===== src/sv/sdcfg_pkg.sv =====
// Shared types and constants for the stepper driver configuration frame generator.
// Used by sdcfg_ctrl, sdcfg_dp and the top level; depends on nothing else.
`default_nettype none

package sdcfg_pkg;

	localparam int NUM_DRIVERS = 5;
	localparam int DRV_AW      = (NUM_DRIVERS > 1) ? $clog2(NUM_DRIVERS) : 1;
	localparam int CS_W        = 5;
	localparam int WORD_W      = 20;

	// shadow reset values
	localparam logic [WORD_W-1:0] RST_DCTRL = 20'h00204;
	localparam logic [WORD_W-1:0] RST_CHOP  = 20'h901B0;
	localparam logic [WORD_W-1:0] RST_COOL  = 20'hA0000;
	localparam logic [WORD_W-1:0] RST_SGCS  = 20'hC0000;
	localparam logic [WORD_W-1:0] RST_DCONF = 20'hE0000;

	// current scaling: high sense range above I_SPLIT
	localparam logic [15:0] I_SPLIT   = 16'd1650;
	localparam logic [15:0] I_MAX     = 16'd2000;
	localparam logic [15:0] I_MIN     = 16'd50;
	localparam logic [15:0] OFS_HI    = 16'd1500;
	localparam logic [15:0] OFS_LO    = 16'd800;
	localparam logic [11:0] DIV_HI    = 12'd3050;
	localparam logic [11:0] DIV_LO    = 12'd1650;

	// floor(n / div) as (n * rcp) >> RCP_SH, exact for every 16-bit n
	localparam int          RCP_SH    = 28;
	localparam logic [17:0] RCP_HI    =
		18'(((1 << RCP_SH) + int'(DIV_HI) - 1) / int'(DIV_HI));
	localparam logic [17:0] RCP_LO    =
		18'(((1 << RCP_SH) + int'(DIV_LO) - 1) / int'(DIV_LO));

	typedef enum logic [2:0] {
		CMD_INIT    = 3'd0,
		CMD_CURRENT = 3'd1,
		CMD_ENABLE  = 3'd2,
		CMD_MSTEP   = 3'd3,
		CMD_CHOP    = 3'd4,
		CMD_STATUS  = 3'd5,
		CMD_DECODE  = 3'd6,
		CMD_QUERY   = 3'd7
	} cmd_t;

	typedef enum logic [2:0] {
		FR_NONE,
		FR_CHOP,
		FR_COOL,
		FR_SGCS,
		FR_DCONF,
		FR_DCTRL
	} frame_sel_t;

	typedef enum logic [2:0] {
		ST_IDLE,
		ST_LOAD,
		ST_DIV,
		ST_APPLY,
		ST_EMIT
	} state_t;

	// controller -> datapath
	typedef struct packed {
		logic       load;
		logic       div_step;
		logic       apply;
		logic       emit;
		logic       last;
		logic [2:0] idx;
	} dp_cmd_t;

	// datapath -> controller
	typedef struct packed {
		logic       is_cur;
		logic [2:0] n_res;
	} dp_status_t;

endpackage

`default_nettype wire


===== src/sv/sdcfg_ctrl.sv =====
// Controller state machine: sequences load, CS division, shadow update and frame emission.
// Depends on sdcfg_pkg.
`default_nettype none

module sdcfg_ctrl
	import sdcfg_pkg::*;
(
	input  wire logic       clk,
	input  wire logic       arst_n,
	input  wire logic       start,
	input  wire dp_status_t status,
	output      dp_cmd_t    dp_cmd,
	output      logic       busy
);

	state_t     state_q, state_d;
	logic [2:0] cnt_q;

	always_comb begin
		state_d = state_q;
		unique case (state_q)
			ST_IDLE:  if (start) state_d = ST_LOAD;
			ST_LOAD:  state_d = status.is_cur ? ST_DIV : ST_APPLY;
			ST_DIV:   state_d = ST_APPLY;
			ST_APPLY: state_d = ST_EMIT;
			ST_EMIT:  if (cnt_q == status.n_res - 3'd1) state_d = ST_IDLE;
			default:  state_d = ST_IDLE;
		endcase
	end

	always_comb begin
		dp_cmd          = '0;
		dp_cmd.idx      = cnt_q;
		dp_cmd.load     = (state_q == ST_IDLE) && start;
		dp_cmd.div_step = (state_q == ST_DIV);
		dp_cmd.apply    = (state_q == ST_APPLY);
		dp_cmd.emit     = (state_q == ST_EMIT);
		dp_cmd.last     = (state_q == ST_EMIT) && (cnt_q == status.n_res - 3'd1);
		busy            = (state_q != ST_IDLE);
	end

	// restart the counter on every state change
	always_ff @(posedge clk or negedge arst_n) begin
		if (!arst_n) begin
			state_q <= ST_IDLE;
			cnt_q   <= '0;
		end else begin
			state_q <= state_d;
			cnt_q   <= (state_d != state_q) ? 3'd0 : cnt_q + 3'd1;
		end
	end

endmodule

`default_nettype wire


===== src/sv/sdcfg_dp.sv =====
// Datapath: command latch, shadow register file, CS reciprocal multiplier and result registers.
// Depends on sdcfg_pkg.
`default_nettype none

module sdcfg_dp
	import sdcfg_pkg::*;
(
	input  wire logic                clk,
	input  wire logic                arst_n,
	input  wire dp_cmd_t             dp_cmd,
	input  wire logic [2:0]          cmd,
	input  wire logic [2:0]          drive,
	input  wire logic [15:0]         current_ma,
	input  wire logic                enable_on,
	input  wire logic [16:0]         setting_value,
	input  wire logic                interpolate,
	input  wire logic [23:0]         raw_reply,
	output      dp_status_t          status,
	output      logic                strobe,
	output      logic [2:0]          drive_select,
	output      logic [WORD_W-1:0]   spi_word,
	output      logic                frame_valid,
	output      logic                last,
	output      logic                accepted,
	output      logic [7:0]          status_bits,
	output      logic [8:0]          microstep_count,
	output      logic                interpolation_on
);

	// latched command
	cmd_t        cmd_q;
	logic [2:0]  drive_q;
	logic        en_q;
	logic [16:0] val_q;
	logic        ip_q;
	logic [7:0]  reply_q;
	logic        hi_q;
	logic [17:0] rcp_q;
	logic [15:0] num_q;
	logic [CS_W-1:0] quo_q;

	// shadows
	logic [WORD_W-1:0] dctrl_q [NUM_DRIVERS];
	logic [WORD_W-1:0] chop_q  [NUM_DRIVERS];
	logic [WORD_W-1:0] cool_q  [NUM_DRIVERS];
	logic [WORD_W-1:0] sgcs_q  [NUM_DRIVERS];
	logic [WORD_W-1:0] dconf_q [NUM_DRIVERS];

	// result registers
	logic              strobe_q;
	logic [2:0]        drive_sel_q;
	logic [WORD_W-1:0] word_q;
	logic              fvalid_q;
	logic              last_q;
	logic              acc_q;
	logic [7:0]        stat_q;
	logic [8:0]        mcount_q;
	logic              intp_q;

	logic              in_hi;
	logic [15:0]       i_clamp;
	logic [15:0]       num;
	logic              in_range;
	logic [DRV_AW-1:0] sel;
	logic              ms_ok;
	logic [3:0]        ms_sh;
	logic [33:0]       prod;
	frame_sel_t        fsel;
	logic [WORD_W-1:0] fword;

	// clamp and scale the request at accept time
	always_comb begin
		in_hi = (current_ma > I_SPLIT);
		if (in_hi)
			i_clamp = (current_ma > I_MAX) ? I_MAX : current_ma;
		else
			i_clamp = (current_ma < I_MIN) ? I_MIN : current_ma;
		num = {i_clamp[10:0], 5'b0} - (in_hi ? OFS_HI : OFS_LO);
	end

	assign in_range = ({29'd0, drive_q} < NUM_DRIVERS);
	assign sel      = DRV_AW'(drive_q);

	// CS = floor(num / div), taken from the upper product bits
	assign prod = {18'd0, num_q} * {16'd0, rcp_q};

	// microstep count must be a power of two up to 256
	always_comb begin
		ms_sh = '0;
		for (int b = 0; b < 9; b++) begin
			if (val_q[b]) ms_sh = 4'(8 - b);
		end
		ms_ok = (val_q[16:9] == '0) && (val_q[8:0] != '0)
			&& ((val_q[8:0] & (val_q[8:0] - 9'd1)) == '0);
	end

	always_comb begin
		status.is_cur = (cmd_q == CMD_CURRENT);
		if (cmd_q == CMD_DECODE || !in_range)
			status.n_res = 3'd1;
		else if (cmd_q == CMD_INIT)
			status.n_res = 3'd5;
		else if (cmd_q == CMD_CURRENT)
			status.n_res = 3'd2;
		else
			status.n_res = 3'd1;
	end

	// pick the frame for this emit slot
	always_comb begin
		fsel = FR_NONE;
		if (in_range) begin
			unique case (cmd_q)
				CMD_INIT: begin
					unique case (dp_cmd.idx)
						3'd0:    fsel = FR_CHOP;
						3'd1:    fsel = FR_SGCS;
						3'd2:    fsel = FR_DCONF;
						3'd3:    fsel = FR_DCTRL;
						default: fsel = FR_COOL;
					endcase
				end
				CMD_CURRENT: begin
					if (hi_q == (dp_cmd.idx == 3'd0))
						fsel = FR_SGCS;
					else
						fsel = FR_DCONF;
				end
				CMD_ENABLE, CMD_CHOP: fsel = FR_CHOP;
				CMD_MSTEP:            fsel = ms_ok ? FR_DCTRL : FR_NONE;
				CMD_STATUS:           fsel = FR_COOL;
				CMD_DECODE, CMD_QUERY: fsel = FR_NONE;
				default:              fsel = FR_NONE;
			endcase
		end
	end

	always_comb begin
		unique case (fsel)
			FR_CHOP:  fword = chop_q[sel];
			FR_COOL:  fword = cool_q[sel];
			FR_SGCS:  fword = sgcs_q[sel];
			FR_DCONF: fword = dconf_q[sel];
			FR_DCTRL: fword = dctrl_q[sel];
			default:  fword = '0;
		endcase
	end

	// command latch and CS scaling
	always_ff @(posedge clk) begin
		if (dp_cmd.load) begin
			cmd_q   <= cmd_t'(cmd);
			drive_q <= drive;
			en_q    <= enable_on;
			val_q   <= setting_value;
			ip_q    <= interpolate;
			reply_q <= raw_reply[11:4];
			hi_q    <= in_hi;
			rcp_q   <= in_hi ? RCP_HI : RCP_LO;
			num_q   <= num;
			quo_q   <= '0;
		end else if (dp_cmd.div_step) begin
			quo_q <= prod[RCP_SH+CS_W-1:RCP_SH];
		end
	end

	// shadow update
	always_ff @(posedge clk or negedge arst_n) begin
		if (!arst_n) begin
			for (int d = 0; d < NUM_DRIVERS; d++) begin
				dctrl_q[d] <= RST_DCTRL;
				chop_q[d]  <= RST_CHOP;
				cool_q[d]  <= RST_COOL;
				sgcs_q[d]  <= RST_SGCS;
				dconf_q[d] <= RST_DCONF;
			end
		end else if (dp_cmd.apply && in_range) begin
			unique case (cmd_q)
				CMD_INIT: begin
					dctrl_q[sel] <= RST_DCTRL;
					chop_q[sel]  <= RST_CHOP;
					cool_q[sel]  <= RST_COOL;
					sgcs_q[sel]  <= RST_SGCS;
					dconf_q[sel] <= RST_DCONF;
				end
				CMD_CURRENT: begin
					sgcs_q[sel]     <= {sgcs_q[sel][WORD_W-1:CS_W], quo_q};
					dconf_q[sel][6] <= hi_q;
				end
				CMD_ENABLE: chop_q[sel][3:0] <= en_q ? 4'd4 : 4'd0;
				CMD_MSTEP: begin
					if (ms_ok)
						dctrl_q[sel] <= {dctrl_q[sel][19:10], ip_q,
							dctrl_q[sel][8:4], ms_sh};
				end
				CMD_CHOP: chop_q[sel] <= {3'b100, val_q};
				CMD_STATUS, CMD_DECODE, CMD_QUERY: ;
				default: ;
			endcase
		end
	end

	// result registers
	always_ff @(posedge clk or negedge arst_n) begin
		if (!arst_n)
			strobe_q <= 1'b0;
		else
			strobe_q <= dp_cmd.emit;
	end

	always_ff @(posedge clk) begin
		if (dp_cmd.emit) begin
			drive_sel_q <= drive_q;
			word_q      <= fword;
			fvalid_q    <= (fsel != FR_NONE);
			last_q      <= dp_cmd.last;
			acc_q       <= in_range && (cmd_q == CMD_MSTEP) && ms_ok;
			stat_q      <= (cmd_q == CMD_DECODE) ? reply_q : 8'd0;
			if (in_range && cmd_q == CMD_QUERY) begin
				mcount_q <= 9'(9'd256 >> dctrl_q[sel][3:0]);
				intp_q   <= dctrl_q[sel][9];
			end else begin
				mcount_q <= '0;
				intp_q   <= 1'b0;
			end
		end
	end

	assign strobe           = strobe_q;
	assign drive_select     = drive_sel_q;
	assign spi_word         = word_q;
	assign frame_valid      = fvalid_q;
	assign last             = last_q;
	assign accepted         = acc_q;
	assign status_bits      = stat_q;
	assign microstep_count  = mcount_q;
	assign interpolation_on = intp_q;

endmodule

`default_nettype wire


===== src/sv/stepper_driver_config_frame_generator.sv =====
// Top level of the stepper driver configuration frame generator.
// Instantiates sdcfg_ctrl and sdcfg_dp; depends on sdcfg_pkg.
//
// Channel    Handshake          Payload
// command    start / busy       cmd, drive, current_ma, enable_on, setting_value,
//                               interpolate, raw_reply
// result     strobe (1 cycle)   drive_select, spi_word, frame_valid, last, accepted,
//                               status_bits, microstep_count, interpolation_on
//
// A command transfers at a clock edge with start high and busy low.
// Busy then stays high through the load, apply and emit states, plus a divide state
// for set current, where the CS field comes out of a single reciprocal multiplication.
// Results leave one per cycle from the result registers, each in the cycle after its slot;
// init gives five results, set current two, all others and any out-of-range drive one.
// Reset (arst_n low) restores every shadow at once; no clearing pass is needed.
// The receiver cannot stall: every strobe is a completed transfer.
`default_nettype none

module stepper_driver_config_frame_generator
	import sdcfg_pkg::*;
(
	input  wire logic              clk,
	input  wire logic              arst_n,
	input  wire logic              start,
	output      logic              busy,
	input  wire logic [2:0]        cmd,
	input  wire logic [2:0]        drive,
	input  wire logic [15:0]       current_ma,
	input  wire logic              enable_on,
	input  wire logic [16:0]       setting_value,
	input  wire logic              interpolate,
	input  wire logic [23:0]       raw_reply,
	output      logic              strobe,
	output      logic [2:0]        drive_select,
	output      logic [WORD_W-1:0] spi_word,
	output      logic              frame_valid,
	output      logic              last,
	output      logic              accepted,
	output      logic [7:0]        status_bits,
	output      logic [8:0]        microstep_count,
	output      logic              interpolation_on
);

	dp_cmd_t    dp_cmd;
	dp_status_t dp_status;

	// sequencing: load, scale when setting current, update shadows, emit
	sdcfg_ctrl u_ctrl (
		.clk    (clk),
		.arst_n (arst_n),
		.start  (start),
		.status (dp_status),
		.dp_cmd (dp_cmd),
		.busy   (busy)
	);

	// shadow registers, CS multiplier and result registers
	sdcfg_dp u_dp (
		.clk              (clk),
		.arst_n           (arst_n),
		.dp_cmd           (dp_cmd),
		.cmd              (cmd),
		.drive            (drive),
		.current_ma       (current_ma),
		.enable_on        (enable_on),
		.setting_value    (setting_value),
		.interpolate      (interpolate),
		.raw_reply        (raw_reply),
		.status           (dp_status),
		.strobe           (strobe),
		.drive_select     (drive_select),
		.spi_word         (spi_word),
		.frame_valid      (frame_valid),
		.last             (last),
		.accepted         (accepted),
		.status_bits      (status_bits),
		.microstep_count  (microstep_count),
		.interpolation_on (interpolation_on)
	);

	// a run always ends with its last result showing as busy drops
	a_end_on_last: assert property (@(posedge clk) disable iff (!arst_n)
		$fell(busy) |-> strobe && last)
		else $error("busy dropped without a last result");

	// an accepted command keeps the block busy next cycle
	a_busy_after_start: assert property (@(posedge clk) disable iff (!arst_n)
		start && !busy |=> busy)
		else $error("accepted command did not raise busy");

	// a result without a frame carries an empty word
	a_empty_word: assert property (@(posedge clk) disable iff (!arst_n)
		strobe && !frame_valid |-> spi_word == '0)
		else $error("non-frame result with nonzero word");

	// an applied microstep setting is a single frame that ends its run
	a_accept_frame: assert property (@(posedge clk) disable iff (!arst_n)
		strobe && accepted |-> frame_valid && last)
		else $error("accepted result is not a final frame");

endmodule

`default_nettype wire

===== config.mk =====
export PLATFORM = sky130hd
export DESIGN_NAME = stepper_driver_config_frame_generator
export DESIGN_NICKNAME = d
export VERILOG_FILES = /design/src/sv/sdcfg_pkg.sv /design/src/sv/sdcfg_ctrl.sv /design/src/sv/sdcfg_dp.sv /design/src/sv/stepper_driver_config_frame_generator.sv
export SDC_FILE = /design/constraint.sdc
export NUM_CORES = 1
export LEC_CHECK = 0
export ABC_AREA = 0
export BUFFER_PORTS_ARGS = -buffer_cell sky130_fd_sc_hd__buf_2
export CAP_MARGIN = 20
export CORE_UTILIZATION = 30
export DETAILED_ROUTE_END_ITERATION = 16
export GPL_ROUTABILITY_DRIVEN = 0
export PLACE_DENSITY = 0.44
export SLEW_MARGIN = 25
export SYNTH_ARGS = -nofsm -noshare
export SYNTH_HDL_FRONTEND = slang
export SYNTH_SLANG_ARGS = --single-unit

===== constraint.sdc =====
create_clock -name clk -period 8.4 [get_ports clk]
set_clock_uncertainty 0.1 [all_clocks]
set_input_delay 0.42 -clock clk [delete_from_list [all_inputs] [get_ports clk]]
set_output_delay 0.42 -clock clk [all_outputs]
set_load 0.01 [all_outputs]

==> results.tsv, run 1 <==
metric	value	unit
outcome	completed	
ANT nets after route	0	
Syn Nets	3098	
final wirelength	98300	um
Hold WC Path Type	primary input to register	
number of global-route vias before repair	23400	
Async SR Flop Fraction	84.2	%
Critical Path Fanout Max	14	
Finished Cell Area	0.0355	mm^2
Power Density	327	mW/mm^2
top post-synthesis cells by area	dfrtp_1, edfxtp_1, fa_1	
Met1 Wirelength	44100	um
Top Layer Used	met4	
# port buffers	97	
first-pass GRT wire length	150000	um
Met2 Wirelength	46000	um
CTS tree	built	
Chip Width	321	um
dpl cell area	0.0326	mm^2
final setup fails	0	
Total GRT Usage	19.4	%
Final period util	81.7	%
nets@finish	3205	
Critical Path Start Type	register	
Clock Pin Slew Worst Setup and Hold Paths	0.06	ns
Max Cap Viol	0	
final slew viol count	0	
Skew-Pair Late Insertion Delay	0.63	ns
unrepaired setup endpoints after global routing	false	
FF-to-FF setup slack	1.54	ns
Initial Utilization	30.4	%
Synth Instances	2793	
Crit. End Element	register	
die height	321	um
Clock Sinks	602	
Layout area overhead	16.4	%
io pins	114	
drt wl/cell	22.7	um
Req. time, crit path	8.84	ns
Die Area	0.103	mm^2
Distinct cells, synth	71	
sequential-to-total area share from yosys stat	51.1	%
Worst-Margin Slew	1.03	ns
Avg Inst Size Synth	10.9	um^2
initial antenna violation count	0	
Syn. warnings	0	
# rows	116	
Core Region	0.100	mm^2
#FFs+latches synth	602	
post-DP HPWL	64400	um
GRT overflow	0	
relative slew slack	30.4	%
Tmin final	6.86	ns
setup TNS	0	ns
cell taking the most area after synthesis	dfrtp_1	
leakage power	0.0160	uW
maximum VDD drop	0.000293	V
Arr. time, crit path	7.30	ns
largest net degree at the start of global routing	181	
share of layout cells above drive strength 1	14.6	%
fmax	0.146	GHz
H-Tree Depth	3	
share of the synthesized area in the top cell type	35.4	%
first-pass iteration count of the detailed router	7	
1st-iter DRT viols	1515	
clk buf depth	3	
Clk Tree Root Cell	clkbuf_16	
number of synthesized flops with an enable pin	90	
met3 WL	5100	um
overall power	11600	uW
hold_ws	0.0747	ns
CTS Buf Count	75	
synthesized cell area	0.0305	mm^2
crit path kind	register to register	
DR vias	22300	
prevailing post-synth register cell	dfrtp_1	
DRC Markers	0	
Hold Fails Final Rpt	0	
Vias/cell	5.17	
path summary, 6_finish.rpt:
path / start / end / depth (start not counted)
worst max-delay path: u_dp.rcp_q[16] / u_dp.quo_q[3] / 20
worst min-delay path: current_ma[9] / u_dp.num_q[14] / 3
worst max register to register: u_dp.rcp_q[16] / u_dp.quo_q[3] / 20
worst min register to register: u_dp.chop_q[35] / u_dp.chop_q[35] / 2
max in group asynchronous: arst_n / u_dp.dctrl_q[83] / 4
min in group asynchronous: arst_n / u_dp.dconf_q[83] / 2
what timing repair did:
item / in CTS / in global routing
endpoints found under the setup margin: 0 / 0
resized for setup: 0 / 0
setup buffers: 0 / 0
hold buffers: 34 / 0
endpoints found under the hold margin: 108 / 0
cells in the mapped netlist (9+ instances only):
cell / number
a2111oi_0: 10
a211o_1: 12
a211oi_1: 24
a21o_1: 10
a21oi_1: 104
a221o_1: 12
a221oi_1: 16
a22o_1: 65
a22oi_1: 14
a31oi_1: 9
a32o_1: 22
and2_1: 105
and3_1: 18
buf_2: 17
clkbuf_1: 130
dfrtp_1: 432
dfstp_2: 75
edfxtp_1: 90
fa_1: 103
ha_1: 134
inv_1: 154
mux2_2: 34
mux2i_1: 52
mux4_2: 20
nand2_1: 342
nand2b_1: 30
nand3_1: 25
nor2_1: 125
nor2b_1: 110
nor3_1: 17
nor4_1: 11
o21ai_0: 251
o21ai_1: 11
o221ai_1: 24
o22ai_1: 66
or2_2: 17
xnor2_1: 19
metrics by stage:
stage	worst slack [ns]	util (%)	std cells
after detailed placement	1.40	32.5	4145
after global routing	1.04	35.4	4320
final	1.54	35.4	4321
after global placement	1.53	32.4	4145
after floorplan	2.30	-	2793
after CTS	1.39	35.3	4319
cell type report:
type | count | area, um^2
fillers | 9996 | 64900
diodes | 1 | 2.50
repair buffers | 185 | 1300
clock buffers | 110 | 2140
inverters | 158 | 593
multi-input cells | 1878 | 13800
flip-flops and latches | 602 | 15600
well taps | 1357 | 1700
clock inverters | 30 | 417
cell families (layout without fill, tap and decap cells):
family | after synthesis | count (layout) | share of synthesized area, %
AND/OR/NAND/NOR | 821 | 821 | 12.9
other | 0 | 1 | 0
buffers and inverters | 313 | 483 | 3.97
AO/OA/AOI/OAI | 688 | 688 | 14.6
adder cells (fa/ha/maj) | 237 | 237 | 12.3
flip-flops | 602 | 602 | 51.1
multiplexers | 106 | 106 | 4.44
XOR/XNOR | 26 | 26 | 0.746
per-layer routing:
layer	track usage [%]	vias up
met5	0	-
li1	-	10000
met2	31.1	611
met4	6.32	0
met3	3.23	157
met1	26.4	11500
power by group:
group	leakage, uW	internal, uW	switching [uW]
Sequential	0.00766	3330	211
Clock	0.00124	2000	1320
Combinational	0.00706	1950	2800
placed cells by master, fill, tap and decap left out, drive strengths merged, types with 17 or more instances in the layout:
cell	n
mux4	20
dfstp	75
nor2b	110
ha	134
nor2	125
nand3	26
mux2i	52
mux2	34
xnor2	19
a211oi	25
inv	158
a21oi	106
fa	103
a22o	65
nand2	342
clkinv	22
nand2b	30
buf	151
a32o	22
and3	18
nor3	18
dlygate4sd3	34
clkbuf	110
o22ai	66
o221ai	24
or2	17
and2	105
edfxtp	90
o21ai	262
dfrtp	432
sequential cells by signal, summed over array words and instances, names as in the netlist, 5 cells and up:
| signal | flops |
|---|---|
| u_dp.dctrl_q | 100 |
| u_dp.chop_q | 100 |
| u_dp.num_q | 11 |
| u_dp.sgcs_q | 100 |
| u_dp.dconf_q | 100 |
| u_dp.cool_q | 100 |
| u_dp.reply_q | 8 |
| u_dp.status_bits | 8 |
| u_dp.microstep_count | 9 |
| u_dp.val_q | 17 |
| u_dp.quo_q | 5 |
| u_dp.spi_word | 20 |
worst max-delay path, cell delays in order, from the launching register on:
cell,delay [ns]
edfxtp_1,0.78
clkinv_1,0.19
buf_4,0.25
nor2_1,0.40
ha_1,0.23
inv_1,0.05
fa_1,0.53
inv_1,0.05
fa_1,0.39
fa_1,0.55
fa_1,0.43
ha_1,0.29
ha_1,0.27
and3_1,0.15
a221o_1,0.34
a221oi_1,0.27
o21ai_0,0.34
a31oi_1,0.43
o21ai_0,0.24
and3_1,0.23
nor4_1,0.25
Note: power is estimated with default switching activity, not from simulation.
==> run 2, diff against run 1 <==
Settings changed: ABC_AREA 0 to 1.
Clock period 8.4 ns to 6.9 ns, I/O delays scaled along.
==> run 2 against run 1 <==
  * The flow now finishes with violations (DRC)
  * Die area grew 2.5%
  * Maximum frequency grew 19%
  * Non-clock buffer count shrank 14
  * Count of clock-buffer cells in the layout grew 3
  * Sequential share of layout area shrank 0.73 points
  * Hold slack lost 0.029 ns
  * Critical path depth grew 5
  * Via count grew 5.0%
  * First-iteration DRC count grew 23%
  * Total power grew 47%
  * Synthesized area grew 2.5%
  * Highest routed layer unchanged
==> results.tsv, run 2 <==
metric	value	unit
Clk Tree Root Cell	clkbuf_16	
number of global-route vias before repair	24200	
Tmin final	5.76	ns
post-CTS resize count	0	
nets@finish	3802	
Clock Sinks	602	
Max Cap Viol	0	
Layout area overhead	15.5	%
number of synthesized flops with an enable pin	90	
Die Area	0.106	mm^2
Skew-Pair Late Insertion Delay	0.65	ns
GRT overflow	0	
Place WS	1.22	ns
maximum VDD drop	0.000514	V
Critical Path Start Type	register	
DR vias	23400	
Arr. time, crit path	6.20	ns
H-Tree Depth	3	
drt wl/cell	19.5	um
Vias/cell	4.74	
Core Region	0.103	mm^2
#FFs+latches synth	602	
largest net degree at the start of global routing	160	
commonest non-fill, non-tap cell in the layout	inv_1	
final wirelength	96200	um
Final Worst Setup Slack	1.14	ns
Largest stage delay, worst path	0.90	ns
CTS Buf Count	75	
fmax	0.174	GHz
crit path kind	register to register	
io pins	114	
Syn. warnings	0	
Final period util	83.4	%
Initial Utilization	30.2	%
DRC Markers	2	
first-pass iteration count of the detailed router	11	
Critical Path Fanout Max	20	
prevailing post-synth register cell	dfrtp_1	
Post-Layout Cell Count	4940	
Post-synth top cells	inv_1, dfrtp_1, nand2_1	
most frequent cells in the layout	inv_1, dfrtp_1, nand2_1	
most frequent cell after synthesis	inv_1	
Distinct cells, synth	57	
first-pass GRT wire length	149000	um
final slew viol count	0	
Chip Width	325	um
# port buffers	97	
top post-synthesis cells by area	dfrtp_1, edfxtp_1, inv_1	
Syn Nets	3717	
sequential-to-total area share from yosys stat	49.8	%
die height	325	um
post-DP HPWL	62100	um
violated checks	DRC	
Async SR Flop Fraction	84.2	%
synthesized cell area	0.0313	mm^2
Clock Pin Slew Worst Setup and Hold Paths	0.06	ns
CP max stage cell	edfxtp_1	
outcome	complete, but fails checks	
overall power	17000	uW
Crit. End Element	register	
share of the synthesized area in the top cell type	34.5	%
clk buf depth	3	
Worst-Margin Slew	1.04	ns
ANT nets after route	0	
Synth Instances	3412	
Req. time, crit path	7.34	ns
number of fill cells in the layout	10800	
unrepaired setup endpoints after global routing	false	
leakage power	0.0167	uW
Avg Inst Size Synth	9.17	um^2
relative slew slack	30.1	%
Total GRT Usage	18.4	%
initial antenna violation count	1	
setup TNS	0	ns
final setup fails	0	
Hold Fails Final Rpt	0	
share of layout cells above drive strength 1	11.5	%
cell taking the most area after synthesis	dfrtp_1	
Worst path most repeated cell	nand2_1	
Hold WC Path Type	primary input to register	
1st-iter DRT viols	1861	
CTS tree	built	
# rows	118	
Power Density	472	mW/mm^2
placed cells	4766	
## run 2: changes by cell type after synthesis, sizes merged, moves of 56 or more
cell	before	now
nand3	26	107
o21ai	262	206
nor2	125	378
a22o	65	1
a31oi	10	141
nor2b	110	0
and2	105	0
inv	155	694
nand2	342	423
## run 2: worst paths after layout
kind                                   from               end  slack (ns)  depth (start not counted)
max                          u_dp.rcp_q[16]     u_dp.quo_q[0]        1.14                         25
min                          current_ma[10]    u_dp.num_q[15]        0.05                          5
max reg2reg                  u_dp.rcp_q[16]     u_dp.quo_q[0]        1.14                         25
min reg2reg                u_dp.dconf_q[17]  u_dp.dconf_q[17]        0.36                          2
max in group asynchronous            arst_n   u_dp.chop_q[52]        5.02                          3
min in group asynchronous            arst_n  u_dp.dctrl_q[31]        0.25                          2
## run 2: logic make-up (layout without fill, tap and decap cells)
group	Yosys count	in the layout	share of synthesized area [%]
other	0	1	0
xor gates and xnor gates	13	13	0.364
AOI/OAI and AO/OA	708	708	13.8
DFF	602	602	49.8
adders and majority gates	237	237	11.9
buffers and inverters	858	1005	10.6
and+or+nand+nor	994	994	13.5
## run 2: worst max-delay path, delay by kind of cell (launching register included)
kind            cells  cell delay [ns]
fa+ha+maj           7             2.54
flops               1             0.90
simple gates        8             0.87
compound gates      4             0.78
buf+inv             6             0.47
## run 2: final cells by class
cell class	instances	area, um^2	share of cell area, %
sequential	602	15600	43.1
multi-input combinational	1952	12500	34.6
inverter	695	2610	7.22
clock buffer	113	2220	6.15
tap	1380	1730	4.78
timing repair buffer	171	1170	3.25
clock inverter	26	313	0.866
antenna	1	2.50	0.00692
## run 2: through the flow
step	hold WS (ns)	util, %	instance area [um^2]
6_report	0.0456	34.9	36100
5_1_grt	0.0880	34.9	36100
4_1_cts	0.0211	34.9	36100
3_5_place_dp	0.354	32.1	33300
3_3_place_gp	0.354	32.1	33300
2_1_floorplan	-0.0506	-	31300
## run 2: per-layer routing
layer	part of all wire, %	GRT usage, %	up-vias
li1	-	-	11300
met1	49	26.7	11600
met2	45	28.7	449
met3	3.9	2.41	93
met4	1.8	4.73	0
met5	0	0	-
## run 2: repair_timing
action                                 4_1_cts  5_1_grt
setup endpoints to repair                    0        0
setup buffers                                0        0
endpoints found under the hold margin      112        0
hold buffers                                34        0
## run 2: power by group
part | internal, uW | switching, uW
Sequential | 4080 | 184
Clock | 2400 | 1650
Combinational | 3210 | 5520
